===== config.mk =====
export PLATFORM = sky130hd
export DESIGN_NAME = fault_supervisor_fsm
export DESIGN_NICKNAME = d
export VERILOG_FILES = /design/src/design/fsup_pkg.sv /design/src/design/fault_supervisor_fsm.sv /design/src/design/fsup_detect.sv
export VERILOG_INCLUDE_DIRS = /design/src /design/src/design
export SDC_FILE = /design/constraint.sdc
export NUM_CORES = 1
export LEC_CHECK = 0
export BUFFER_PORTS_ARGS = -buffer_cell sky130_fd_sc_hd__buf_2
export CORE_MARGIN = 5
export CORE_UTILIZATION = 55
export CTS_CLUSTER_SIZE = 14
export DETAILED_ROUTE_END_ITERATION = 8
export GPL_TIMING_DRIVEN = 1
export PLACE_DENSITY = 0.79
export SLEW_MARGIN = 15
export SYNTH_ARGS = -nofsm -noshare
export SYNTH_HDL_FRONTEND = slang
export SYNTH_SLANG_ARGS = --single-unit

===== constraint.sdc =====
create_clock -name clk -period 10.1 [get_ports clk]
set_clock_uncertainty 0.15 [all_clocks]
set_input_delay 1.01 -clock clk [delete_from_list [all_inputs] [get_ports clk]]
set_output_delay 1.01 -clock clk [all_outputs]
set_load 0.1 [all_outputs]

===== src/design/assert_macros.svh =====
// Assertion macros for the design files.
`ifndef ASSERT_MACROS_SVH
`define ASSERT_MACROS_SVH
`ifndef NO_ASSERTIONS
// Same-cycle implication, checked when out of reset.
`define ASSERT_IMPLIES(label, clk, rst_n, ante, cons) \
	label: assert property (@(posedge clk) disable iff (!(rst_n)) (ante) |-> (cons)) \
		else $error("assertion failed: implication");
// Next-cycle implication, checked when out of reset.
`define ASSERT_NEXT(label, clk, rst_n, ante, cons) \
	label: assert property (@(posedge clk) disable iff (!(rst_n)) (ante) |=> (cons)) \
		else $error("assertion failed: next-cycle implication");
`else
`define ASSERT_IMPLIES(label, clk, rst_n, ante, cons)
`define ASSERT_NEXT(label, clk, rst_n, ante, cons)
`endif
`endif


===== src/design/fsup_pkg.sv =====
// Shared types and constants of the fault supervisor.
package fsup_pkg;

	localparam int unsigned GOOD_SAMPLES_NEEDED = 5;
	localparam int unsigned STREAK_W = 8;

	typedef enum logic [2:0] {
		REG_SENSOR_LOW   = 3'd0,
		REG_SENSOR_HIGH  = 3'd1,
		REG_SENSOR_STEP  = 3'd2,
		REG_WARN_LEVEL   = 3'd3,
		REG_SENSOR_DEADL = 3'd4,
		REG_COMMS_DEADL  = 3'd5,
		REG_COOLDOWN     = 3'd6,
		REG_RETRY_LIMIT  = 3'd7
	} reg_idx_t;

	// fault_bits positions
	localparam int unsigned FB_TIMEOUT     = 0;
	localparam int unsigned FB_IMPLAUSIBLE = 1;
	localparam int unsigned FB_RATE        = 2;
	localparam int unsigned FB_COMMS       = 3;
	localparam int unsigned FB_OVERFLOW    = 4;
	localparam int unsigned FB_TASK        = 5;

	typedef struct packed {
		logic signed [15:0] sensor_low;
		logic signed [15:0] sensor_high;
		logic        [15:0] sensor_step;
		logic signed [15:0] warn_level;
		logic        [31:0] sensor_deadline;
		logic        [31:0] comms_deadline;
		logic        [31:0] cooldown;
		logic        [3:0]  retry_limit;
	} cfg_t;

	typedef struct packed {
		logic [31:0]        tick_time;
		logic               sample_fresh;
		logic signed [15:0] sample_value;
		logic               cmd_fresh;
		logic               queue_overflow;
		logic               task_missed;
		logic               manual_clear;
	} tick_t;

	// sample/command history seen by the detectors
	typedef struct packed {
		logic [31:0]        last_sample_time;
		logic [31:0]        last_command_time;
		logic signed [15:0] last_good_value;
		logic               have_good_value;
	} hist_t;

	typedef struct packed {
		logic [5:0] faults;
		logic       take_value;  // fresh sample passed range and rate checks
	} det_t;

endpackage


===== src/design/fault_supervisor_fsm.sv =====
// Fault supervisor top level: input stage, detectors, supervisor state machine, result register.
//
// Usage:
//  - Input channel (in_valid/in_ready) carries one control tick per transaction:
//    time, sensor sample with fresh flag, command fresh flag, overflow,
//    missed check-in and manual clear.
//  - Output channel (out_valid/out_ready) returns exactly one result per tick:
//    mode, drive_enable, fault_bits, attempts and the three event counters.
//  - A tick passes through the input stage, then the result register. One tick
//    per cycle while the receiver takes results; the supervisor state updates on
//    the edge that moves a tick from the input stage into the result register.
//  - When the receiver stalls the result register holds; the input stage
//    still takes one more tick, after which in_ready drops until the
//    result is taken.
//  - Reset (arst_n low) returns config and state registers to their defaults,
//    mode to init, clears all history and counters, and empties both stages.
//  - Configuration: cfg_we writes cfg_data into register cfg_index with no
//    read-back; write only while no tick is in flight.
module fault_supervisor_fsm import fsup_pkg::*; (
	input  logic               clk,
	input  logic               arst_n,
	// configuration
	input  logic               cfg_we,
	input  logic [2:0]         cfg_index,
	input  logic [31:0]        cfg_data,
	// tick channel
	input  logic               in_valid,
	output logic               in_ready,
	input  logic [31:0]        tick_time,
	input  logic               sample_fresh,
	input  logic signed [15:0] sample_value,
	input  logic               cmd_fresh,
	input  logic               queue_overflow,
	input  logic               task_missed,
	input  logic               manual_clear,
	// result channel
	output logic               out_valid,
	input  logic               out_ready,
	output logic [2:0]         mode,
	output logic               drive_enable,
	output logic [5:0]         fault_bits,
	output logic [3:0]         attempts,
	output logic [31:0]        fault_count,
	output logic [31:0]        recovery_count,
	output logic [31:0]        latch_count
);

	`include "assert_macros.svh"

	typedef enum logic [2:0] {
		M_INIT       = 3'd0,
		M_NORMAL     = 3'd1,
		M_WARNING    = 3'd2,
		M_FAULT      = 3'd3,
		M_SAFE       = 3'd4,
		M_RECOVERING = 3'd5,
		M_LATCHED    = 3'd6
	} mode_t;

	// configuration registers
	cfg_t cfg_q;

	always_ff @(posedge clk or negedge arst_n) begin
		if (!arst_n) begin
			cfg_q.sensor_low      <= 16'sh8000;
			cfg_q.sensor_high     <= 16'sh7FFF;
			cfg_q.sensor_step     <= 16'hFFFF;
			cfg_q.warn_level      <= 16'sh7FFF;
			cfg_q.sensor_deadline <= 32'd100;
			cfg_q.comms_deadline  <= 32'd500;
			cfg_q.cooldown        <= 32'd1000;
			cfg_q.retry_limit     <= 4'd3;
		end else if (cfg_we) begin
			case (reg_idx_t'(cfg_index))
				REG_SENSOR_LOW:   cfg_q.sensor_low      <= cfg_data[15:0];
				REG_SENSOR_HIGH:  cfg_q.sensor_high     <= cfg_data[15:0];
				REG_SENSOR_STEP:  cfg_q.sensor_step     <= cfg_data[15:0];
				REG_WARN_LEVEL:   cfg_q.warn_level      <= cfg_data[15:0];
				REG_SENSOR_DEADL: cfg_q.sensor_deadline <= cfg_data;
				REG_COMMS_DEADL:  cfg_q.comms_deadline  <= cfg_data;
				REG_COOLDOWN:     cfg_q.cooldown        <= cfg_data;
				REG_RETRY_LIMIT:  cfg_q.retry_limit     <= cfg_data[3:0];
				default: ;
			endcase
		end
	end

	// ---------------- input stage ----------------
	logic  valid_s1;
	tick_t tick_s1;
	logic  advance;

	// a tick in s1 moves on whenever the result register is free or being drained
	assign advance  = valid_s1 && (!out_valid || out_ready);
	assign in_ready = !valid_s1 || advance;

	always_ff @(posedge clk or negedge arst_n) begin
		if (!arst_n) begin
			valid_s1 <= 1'b0;
		end else if (in_ready) begin
			valid_s1 <= in_valid;
		end
	end

	always_ff @(posedge clk) begin
		if (in_valid && in_ready) begin
			tick_s1.tick_time      <= tick_time;
			tick_s1.sample_fresh   <= sample_fresh;
			tick_s1.sample_value   <= sample_value;
			tick_s1.cmd_fresh      <= cmd_fresh;
			tick_s1.queue_overflow <= queue_overflow;
			tick_s1.task_missed    <= task_missed;
			tick_s1.manual_clear   <= manual_clear;
		end
	end

	// ---------------- supervisor state ----------------
	mode_t                mode_q;
	hist_t                hist_q;
	logic [31:0]          entry_time_q;
	logic [STREAK_W-1:0]  streak_q;
	logic [3:0]           attempt_q;
	logic [31:0]          fault_cnt_q;
	logic [31:0]          recov_cnt_q;
	logic [31:0]          latch_cnt_q;

	det_t det;

	fsup_detect u_detect (
		.cfg  (cfg_q),
		.tick (tick_s1),
		.hist (hist_q),
		.det  (det)
	);

	mode_t               target;
	mode_t               mode_n;
	hist_t               hist_n;
	logic [31:0]         entry_time_n;
	logic [STREAK_W-1:0] streak_inc;
	logic [STREAK_W-1:0] streak_n;
	logic [3:0]          attempt_n;
	logic [31:0]         fault_cnt_n;
	logic [31:0]         recov_cnt_n;
	logic [31:0]         latch_cnt_n;
	logic                any_fault;
	logic [31:0]         safe_age;

	assign any_fault = |det.faults;
	assign safe_age  = tick_s1.tick_time - entry_time_q;
	assign streak_inc = (streak_q != {STREAK_W{1'b1}}) ? streak_q + 1'b1 : streak_q;

	always_comb begin
		// history: stamp fresh items, keep the sample only if it checked out
		hist_n = hist_q;
		if (tick_s1.sample_fresh)
			hist_n.last_sample_time = tick_s1.tick_time;
		if (tick_s1.cmd_fresh)
			hist_n.last_command_time = tick_s1.tick_time;
		if (det.take_value) begin
			hist_n.last_good_value = tick_s1.sample_value;
			hist_n.have_good_value = 1'b1;
		end

		target      = mode_q;
		streak_n    = streak_q;
		attempt_n   = attempt_q;
		fault_cnt_n = fault_cnt_q;
		recov_cnt_n = recov_cnt_q;
		latch_cnt_n = latch_cnt_q;

		case (mode_q)
			M_INIT: begin
				if (any_fault) begin
					fault_cnt_n = fault_cnt_q + 32'd1;
					target = M_FAULT;
				end else if (tick_s1.sample_fresh) begin
					target = M_NORMAL;
				end
			end
			M_NORMAL: begin
				if (any_fault) begin
					fault_cnt_n = fault_cnt_q + 32'd1;
					target = M_FAULT;
				end else if (tick_s1.sample_fresh && tick_s1.sample_value >= cfg_q.warn_level) begin
					target = M_WARNING;
				end
			end
			M_WARNING: begin
				if (any_fault) begin
					fault_cnt_n = fault_cnt_q + 32'd1;
					target = M_FAULT;
				end else if (tick_s1.sample_fresh && tick_s1.sample_value < cfg_q.warn_level) begin
					target = M_NORMAL;
				end
			end
			M_FAULT: begin
				target = M_SAFE;
			end
			M_SAFE: begin
				// cooldown done: retry, or latch once retries are spent
				if (safe_age >= cfg_q.cooldown) begin
					if (attempt_q >= cfg_q.retry_limit) begin
						latch_cnt_n = latch_cnt_q + 32'd1;
						target = M_LATCHED;
					end else begin
						attempt_n = attempt_q + 4'd1;
						target = M_RECOVERING;
					end
				end
			end
			M_RECOVERING: begin
				if (any_fault) begin
					fault_cnt_n = fault_cnt_q + 32'd1;
					target = M_FAULT;
				end else if (tick_s1.sample_fresh) begin
					streak_n = streak_inc;
					if (streak_inc >= STREAK_W'(GOOD_SAMPLES_NEEDED)) begin
						recov_cnt_n = recov_cnt_q + 32'd1;
						attempt_n = '0;
						target = M_NORMAL;
					end
				end
			end
			M_LATCHED: begin
				if (tick_s1.manual_clear) begin
					attempt_n = '0;
					target = M_INIT;
				end
			end
			default: begin
				// unused code: go to fault, no event counted
				target = M_FAULT;
			end
		endcase

		// a change of mode stamps the entry time and restarts the streak
		mode_n       = target;
		entry_time_n = entry_time_q;
		if (target != mode_q) begin
			entry_time_n = tick_s1.tick_time;
			streak_n     = '0;
		end
	end

	always_ff @(posedge clk or negedge arst_n) begin
		if (!arst_n) begin
			mode_q       <= M_INIT;
			hist_q       <= '0;
			entry_time_q <= '0;
			streak_q     <= '0;
			attempt_q    <= '0;
			fault_cnt_q  <= '0;
			recov_cnt_q  <= '0;
			latch_cnt_q  <= '0;
		end else if (advance) begin
			mode_q       <= mode_n;
			hist_q       <= hist_n;
			entry_time_q <= entry_time_n;
			streak_q     <= streak_n;
			attempt_q    <= attempt_n;
			fault_cnt_q  <= fault_cnt_n;
			recov_cnt_q  <= recov_cnt_n;
			latch_cnt_q  <= latch_cnt_n;
		end
	end

	// ---------------- result register ----------------
	always_ff @(posedge clk or negedge arst_n) begin
		if (!arst_n) begin
			out_valid <= 1'b0;
		end else if (advance) begin
			out_valid <= 1'b1;
		end else if (out_ready) begin
			out_valid <= 1'b0;
		end
	end

	always_ff @(posedge clk) begin
		if (advance) begin
			mode           <= mode_n;
			drive_enable   <= (mode_n == M_NORMAL) || (mode_n == M_WARNING);
			fault_bits     <= det.faults;
			attempts       <= attempt_n;
			fault_count    <= fault_cnt_n;
			recovery_count <= recov_cnt_n;
			latch_count    <= latch_cnt_n;
		end
	end

	// ---------------- assertions ----------------
	// a mode change must stamp the tick's time as the entry time
	`ASSERT_NEXT(a_entry_stamp, clk, arst_n, advance && (mode_n != mode_q), entry_time_q == $past(tick_s1.tick_time))
	// the fault counter moves by at most one per tick
	`ASSERT_NEXT(a_fault_cnt_step, clk, arst_n, advance, (fault_cnt_q == $past(fault_cnt_q)) || (fault_cnt_q == $past(fault_cnt_q) + 32'd1))
	// a shown result agrees with the supervisor state it was taken from
	`ASSERT_NEXT(a_result_mode, clk, arst_n, advance, (mode == mode_q) && (attempts == attempt_q))

endmodule


===== src/design/fsup_detect.sv =====
// Fault detectors: timeouts, range, rate, overflow and task checks for one tick.
module fsup_detect import fsup_pkg::*; (
	input  cfg_t  cfg,
	input  tick_t tick,
	input  hist_t hist,
	output det_t  det
);

	logic signed [16:0] diff;
	logic        [16:0] abs_diff;
	logic        [31:0] sample_age;
	logic        [31:0] command_age;
	logic               implausible;
	logic               rate_bad;

	// wrapping time differences
	assign sample_age  = tick.tick_time - hist.last_sample_time;
	assign command_age = tick.tick_time - hist.last_command_time;

	assign diff = 17'(tick.sample_value) - 17'(hist.last_good_value);
	assign abs_diff = diff[16] ? 17'(-diff) : 17'(diff);

	assign implausible = tick.sample_fresh &&
		(tick.sample_value < cfg.sensor_low || tick.sample_value > cfg.sensor_high);
	assign rate_bad = tick.sample_fresh && hist.have_good_value &&
		(abs_diff > {1'b0, cfg.sensor_step});

	always_comb begin
		det.faults = '0;
		det.faults[FB_TIMEOUT]     = !tick.sample_fresh && (sample_age > cfg.sensor_deadline);
		det.faults[FB_IMPLAUSIBLE] = implausible;
		det.faults[FB_RATE]        = rate_bad;
		det.faults[FB_COMMS]       = !tick.cmd_fresh &&
			(command_age > cfg.comms_deadline);
		det.faults[FB_OVERFLOW]    = tick.queue_overflow;
		det.faults[FB_TASK]        = tick.task_missed;
		det.take_value = tick.sample_fresh && !implausible && !rate_bad;
	end

endmodule

## Yosys cells after proc, flatten, opt, wreduce, memory -nomap -nowiden

Cells that the tools add are included.

- $add $sub $neg: 10
- Order comparisons: 10
- Eq/ne operators: 18
- Muxes and demuxes: 37
- Reductions and logical operators: 41

Operators with widths:

| cell | number |
|---|---|
| 2-to-1 mux 32 bit | 9 |
| adder 32 x 1 -> 32 bit, second input constant | 3 |
| subtractor 32 bit | 3 |
| > comparator 32 bit | 2 |
| 2-to-1 mux 8 bit | 5 |
| 2-to-1 mux 3 bit | 11 |
| >= comparator 32 bit | 1 |
| less-than comparator 16 bit | 2 |
| 2-to-1 mux 4 bit | 6 |
| AND reduction 2 bit | 12 |
| == test 3 bit, second input constant | 7 |
| one-hot mux 3 bit (7 select lines) | 1 |
| > comparator 17 x 16 -> 1 bit | 1 |
| 2-to-1 mux 17 bit | 1 |
| negation 17 bit | 1 |
| subtractor 16 x 16 -> 17 bit | 1 |
| >= comparator 16 bit | 1 |
| > comparator 16 bit | 1 |
| == test 3 x 2 -> 1 bit, second input constant | 5 |
| one-hot mux 4 bit (3 select lines) | 1 |
| logical AND 1 bit | 11 |
| == test 3 x 1 -> 1 bit, second input constant | 3 |
| adder 8 x 1 -> 8 bit, second input constant | 1 |
| >= comparator 8 x 3 -> 1 bit, second input constant | 1 |
| other kinds (14) | 26 |

- Register bits after elaboration: 553
- Bits of input ports: 93
- Output and inout bits: 112
- Word-level logic and storage cells: 151

## Longest topological paths before layout

- Depth after elaboration: 11
- Mapped depth: 29
- Gate-level depth less buffers: 27

## Hierarchy

Synthesis repeated with hierarchy kept, for this count alone.

- Cells, all modules: 3033
- Area, all modules: 32931.6 um^2

Modules (own cells, without submodules):

| module | times used | cells an instance | area each (um^2) | sequential area each (um^2) |
|---|---|---|---|---|
| fault_supervisor_fsm | 1 | 1950 | 25280.5 | 14734.1 |
| fsup_detect | 1 | 1083 | 7651.1 | 0.0 |

## Worst setup path after synthesis

Ideal clock, no wire load.

- Path kind: input to register
- Start point: input out_ready
- End point: register fault_cnt_q[9]
- Library setup time: 0.133 ns
- Arrival time: 5.026 ns
- Required time: 9.817 ns
- Path slack: 4.792 ns
- Cell stages on the path: 6
- Path buffers: 1
- Path through: nand2b_1 > nand2_1 > inv_2 > clkbuf_1 > nand2_1 > xnor2_1

- Word-level cells in the longest chain between the ends: 2

RTL lines:

| what | RTL line | RTL |
|---|---|---|
| start, declared | fault_supervisor_fsm.sv:38 | `input logic out_ready,` |
| logical OR 1 bit | fault_supervisor_fsm.sv:94 | `assign advance = valid_s1 && (!out_valid \|\| out_ready);` |
| logical AND 1 bit | fault_supervisor_fsm.sv:94 |  |
| net advance | fault_supervisor_fsm.sv:91 | `logic advance;` |
| end signal, assigned | fault_supervisor_fsm.sv:262 | `fault_cnt_q <= fault_cnt_n;` |
| end, declared | fault_supervisor_fsm.sv:123 | `logic [31:0] fault_cnt_q;` |

The timed path passes the listed nets, and every way through them passes these cells.
A chain may end at the register's enable or synchronous reset.

## Final worst setup path

- Start point: register tick_s1[21] (netlist name)
- End point: register recov_cnt_q[23]

- Word-level cells in the longest chain between the ends: 6
- Elaborated cells between the ends (all ways): 9
- Those cells by class: add/sub (2); order compare (2); mux (2); reduce/logical (3)

RTL lines:

| what | RTL line | RTL |
|---|---|---|
| start, declared | fault_supervisor_fsm.sv:90 | `tick_t tick_s1;` |
| subtractor 32 bit (on tied branches) | fsup_detect.sv:17, fsup_detect.sv:18 |  |
| > comparator 32 bit (on tied branches) | fsup_detect.sv:30, fsup_detect.sv:34 |  |
| logical AND 1 bit (on tied branches) | fsup_detect.sv:30, fsup_detect.sv:33 |  |
| OR reduction 6 bit * | fault_supervisor_fsm.sv:149 | `assign any_fault = \|det.faults;` |
| 2-to-1 mux 32 bit * | fault_supervisor_fsm.sv:213 | `if (any_fault) begin` |
| 2-to-1 mux 32 bit * | fault_supervisor_fsm.sv:172 | `case (mode_q)` |
| end signal, assigned | fault_supervisor_fsm.sv:263 | `recov_cnt_q <= recov_cnt_n;` |
| end, declared | fault_supervisor_fsm.sv:124 | `logic [31:0] recov_cnt_q;` |

Every way passes the cells marked *; elsewhere a longest branch is shown, timed or not.

==> run metrics <==
post-synthesis adder-cell area fraction approximately 11%; clock root buffer clkbuf_16; post-synthesis simple-gate area fraction around an eighth; Final min period about 8400 ps; number of synthesized flops with an enable pin about 160; Worst Path Required roughly 10000 ps; worst path bufs/invs 3; # IOs just over 200; final instance area 36100 um^2; TritonCTS Buffers just under 60; mapped cell area 32300 um^2; cell count after synthesis approximately 3100; clk_lat worst skew roughly 620 ps; Yosys top cell area share between 20% and 30%; initial core utilization about 56%; Max VDD drop between 0.15 and 0.2 mV; post-synthesis sequential area ratio between 40% and 50%; setup TNS 0 ps; Die Span X 252 um; average vias per placed instance between 5 and 6; port buffer count just over 200; Critical R2R Launch tick_s1[21]; share of cells above drive strength 1 18.4%; RD Place Congestion 0.927; clock sink total roughly 550; Setup CP Type reg -> reg; row count between 80 and 90; slowest cell delay on critical path about 870 ps; Area Overhead vs Synth 12.0%; crit path max-delay cell type o41ai_1; syn_area_per_cell around 10 um^2; Min-Delay Path Class in -> async; max cap viols 0; postcts setup bufs 0; Top reg by flops cfg_q; quantity of gates resized following cts 0; Post-DP HPWL between 50000 and 60000 um; Final period util between 80% and 90%; Post-DP Area 34100 um^2; top flop regs cfg_q: 164 flops, hist_q: 81 flops, tick_s1: 53 flops; nets between 3000 and 4000; ys flop type dfrtp_1; core footprint 57900 um^2; Worst Setup SP tick_s1[21]; status finished clean; worst-path maximum fanout 30; Worst setup SP type flip-flop; Starting DRT DRC Count 1574; Worst EP arrival around 8700 ps; antenna-violating nets left 0; die height about 250 um; gr ovfl total 0; vias in the first global route between 20000 and 25000; highest clock rate roughly 120 MHz; routed len/inst between 15 and 20 um; Static Leakage about 0.017 uW; die area between 60000 and 70000 um^2; Slew HR about 17%; max reg flops around 160; largest net degree at the start of global routing ~100; CP most frequent cell a21oi_1; xor/xnor share of the synthesized area 7.76%; Synth Area in Compound Gates 11.0%; initial antenna violation count 8; Synth area leader dfrtp_1; mux contribution to synthesized area under 10%; Net Count, Synth 3503; Slew Viols, Final 0; Yosys cell types a little under 80; Area contributors post-synth dfrtp_1 25%, edfxtp_1 15%, ha_1 11%; post-synthesis async set-or-reset flop share just over 70%; Worst-Margin Slew between 1000 and 1500 ps; Final Hold Fails 0; unrepaired setup endpoints after global routing no; crit end category flip-flop; Hold Buf Count CTS 0; GRT Util Overall between 20 and 25%; first-pass GRT wire length about 120000 um; largest family of logic cells by synthesized area simple AND/OR/NAND/NOR gates; pwr/cell area 256 nW/um^2; worst hold margin 266 ps; Ys Warns 0; setup violators final 0; TritonRoute pass-1 iters 6; number of remaining DRC errors 0; H-tree levels 2; Worst-path clk slew ~60 ps; CP top delay family compound AO/OA/AOI/OAI gates; Seq cells post-synth roughly 550; clock buffer depth 3; Total Wirelength a little under 80000 um; Via Count between 20000 and 25000; CTS tree yes
## path summary, 6_finish.rpt
check	depth (start not counted)	slack, ps	to
min reg2reg	0	300	fault_bits[5]
max in group asynchronous	3	7170	latch_cnt_q[31]
min in group clk	0	300	fault_bits[5]
min	1	270	cfg_q[154]
max reg2reg	28	1710	recov_cnt_q[23]
max	28	1710	recov_cnt_q[23]
## cell usage in the layout (no fill, tap or decap), types with 12 or more instances in the layout
cell / instances
edfxtp_1: 163
or2_2: 14
nand4_1: 58
nor2_1: 164
o31ai_1: 14
buf_2: 203
and3_1: 29
o21bai_1: 13
xnor2_1: 148
dfrtp_1: 326
a31oi_1: 21
clkinv_2: 15
or3_1: 12
nor3_1: 81
a21oi_1: 141
nor4_1: 26
buf_4: 21
ha_1: 279
nand2_1: 248
nand3_1: 81
o21a_1: 19
and2_1: 17
inv_1: 330
mux2_2: 201
nand2b_1: 28
o21ai_0: 159
nor2b_1: 22
a211oi_1: 22
xor2_1: 138
a21o_1: 52
clkbuf_16: 61
o211ai_1: 15
dfstp_2: 64
## metrics by stage
stage	std cells	power [uW]	util [%]	setup WS, ps
global placement	4030	6850	58.9	1980
floorplan	3127	6010	-	3040
CTS	4140	9260	62.3	1860
global route	4144	9880	62.4	1250
finish	4145	9230	62.4	1710
detailed placement	4030	6970	58.9	1900
## cell families (layout without fill, tap and decap cells)
family | Yosys count | after routing
adder cells (fa/ha/maj) | 283 | 283
buffers and inverters | 418 | 666
multiplexers | 205 | 205
flip-flops | 553 | 553
XOR/XNOR | 286 | 286
other | 0 | 5
AND/OR/NAND/NOR | 826 | 826
AO/OA/AOI/OAI | 556 | 556
## Yosys cell counts (6+ instances only)
master     count
a211o_1        8
a211oi_1      22
a21boi_0       6
a21o_1        52
a21oi_1      142
a31oi_1       21
and2_1        18
and3_1        29
and4_1         8
buf_1          8
buf_2          7
clkbuf_1      72
dfrtp_1      326
dfstp_2       64
edfxtp_1     163
ha_1         279
inv_1        330
mux2_2       201
nand2_1      250
nand2b_1      28
nand3_1       81
nand4_1       58
nor2_1       164
nor2b_1       22
nor3_1        83
nor3b_1        7
nor4_1        26
o2111ai_1     10
o211a_1        7
o211ai_1      15
o21a_1        19
o21ai_0      159
o21bai_1      13
o31a_1         8
o31ai_1       14
o41ai_1        7
or2_2         14
or3_1         12
or4_1          9
xnor2_1      148
xor2_1       138
## cell type report
cell class	instances	area (um^2)
well taps	765	957
clock inverters	36	390
inverters	331	1250
repair buffers	225	1190
multi-input cells	2156	16000
fillers	4660	21800
diodes	5	12.5
clock buffers	74	1610
flip-flops and latches	553	14700
## metal layers
| metal | GRT usage (%) | part of all wire (%) | vias to the layer above | wire, um |
|---|---|---|---|---|
| met1 | 31.8 | 42 | 11500 | 32700 |
| li1 | - | - | 11400 | - |
| met4 | 9.48 | 4.2 | 6 | 3250 |
| met5 | 0 | 0.036 | - | 28 |
| met3 | 3.91 | 6.2 | 184 | 4830 |
| met2 | 40.0 | 47 | 662 | 36700 |
## where the power goes
group	total [uW]	internal [uW]	switching, uW
clock network	2240	1330	913
logic	4030	1610	2420
registers	2960	2730	227
total	9230	5680	3560
No activity file was read; power rests on OpenSTA's default activity.
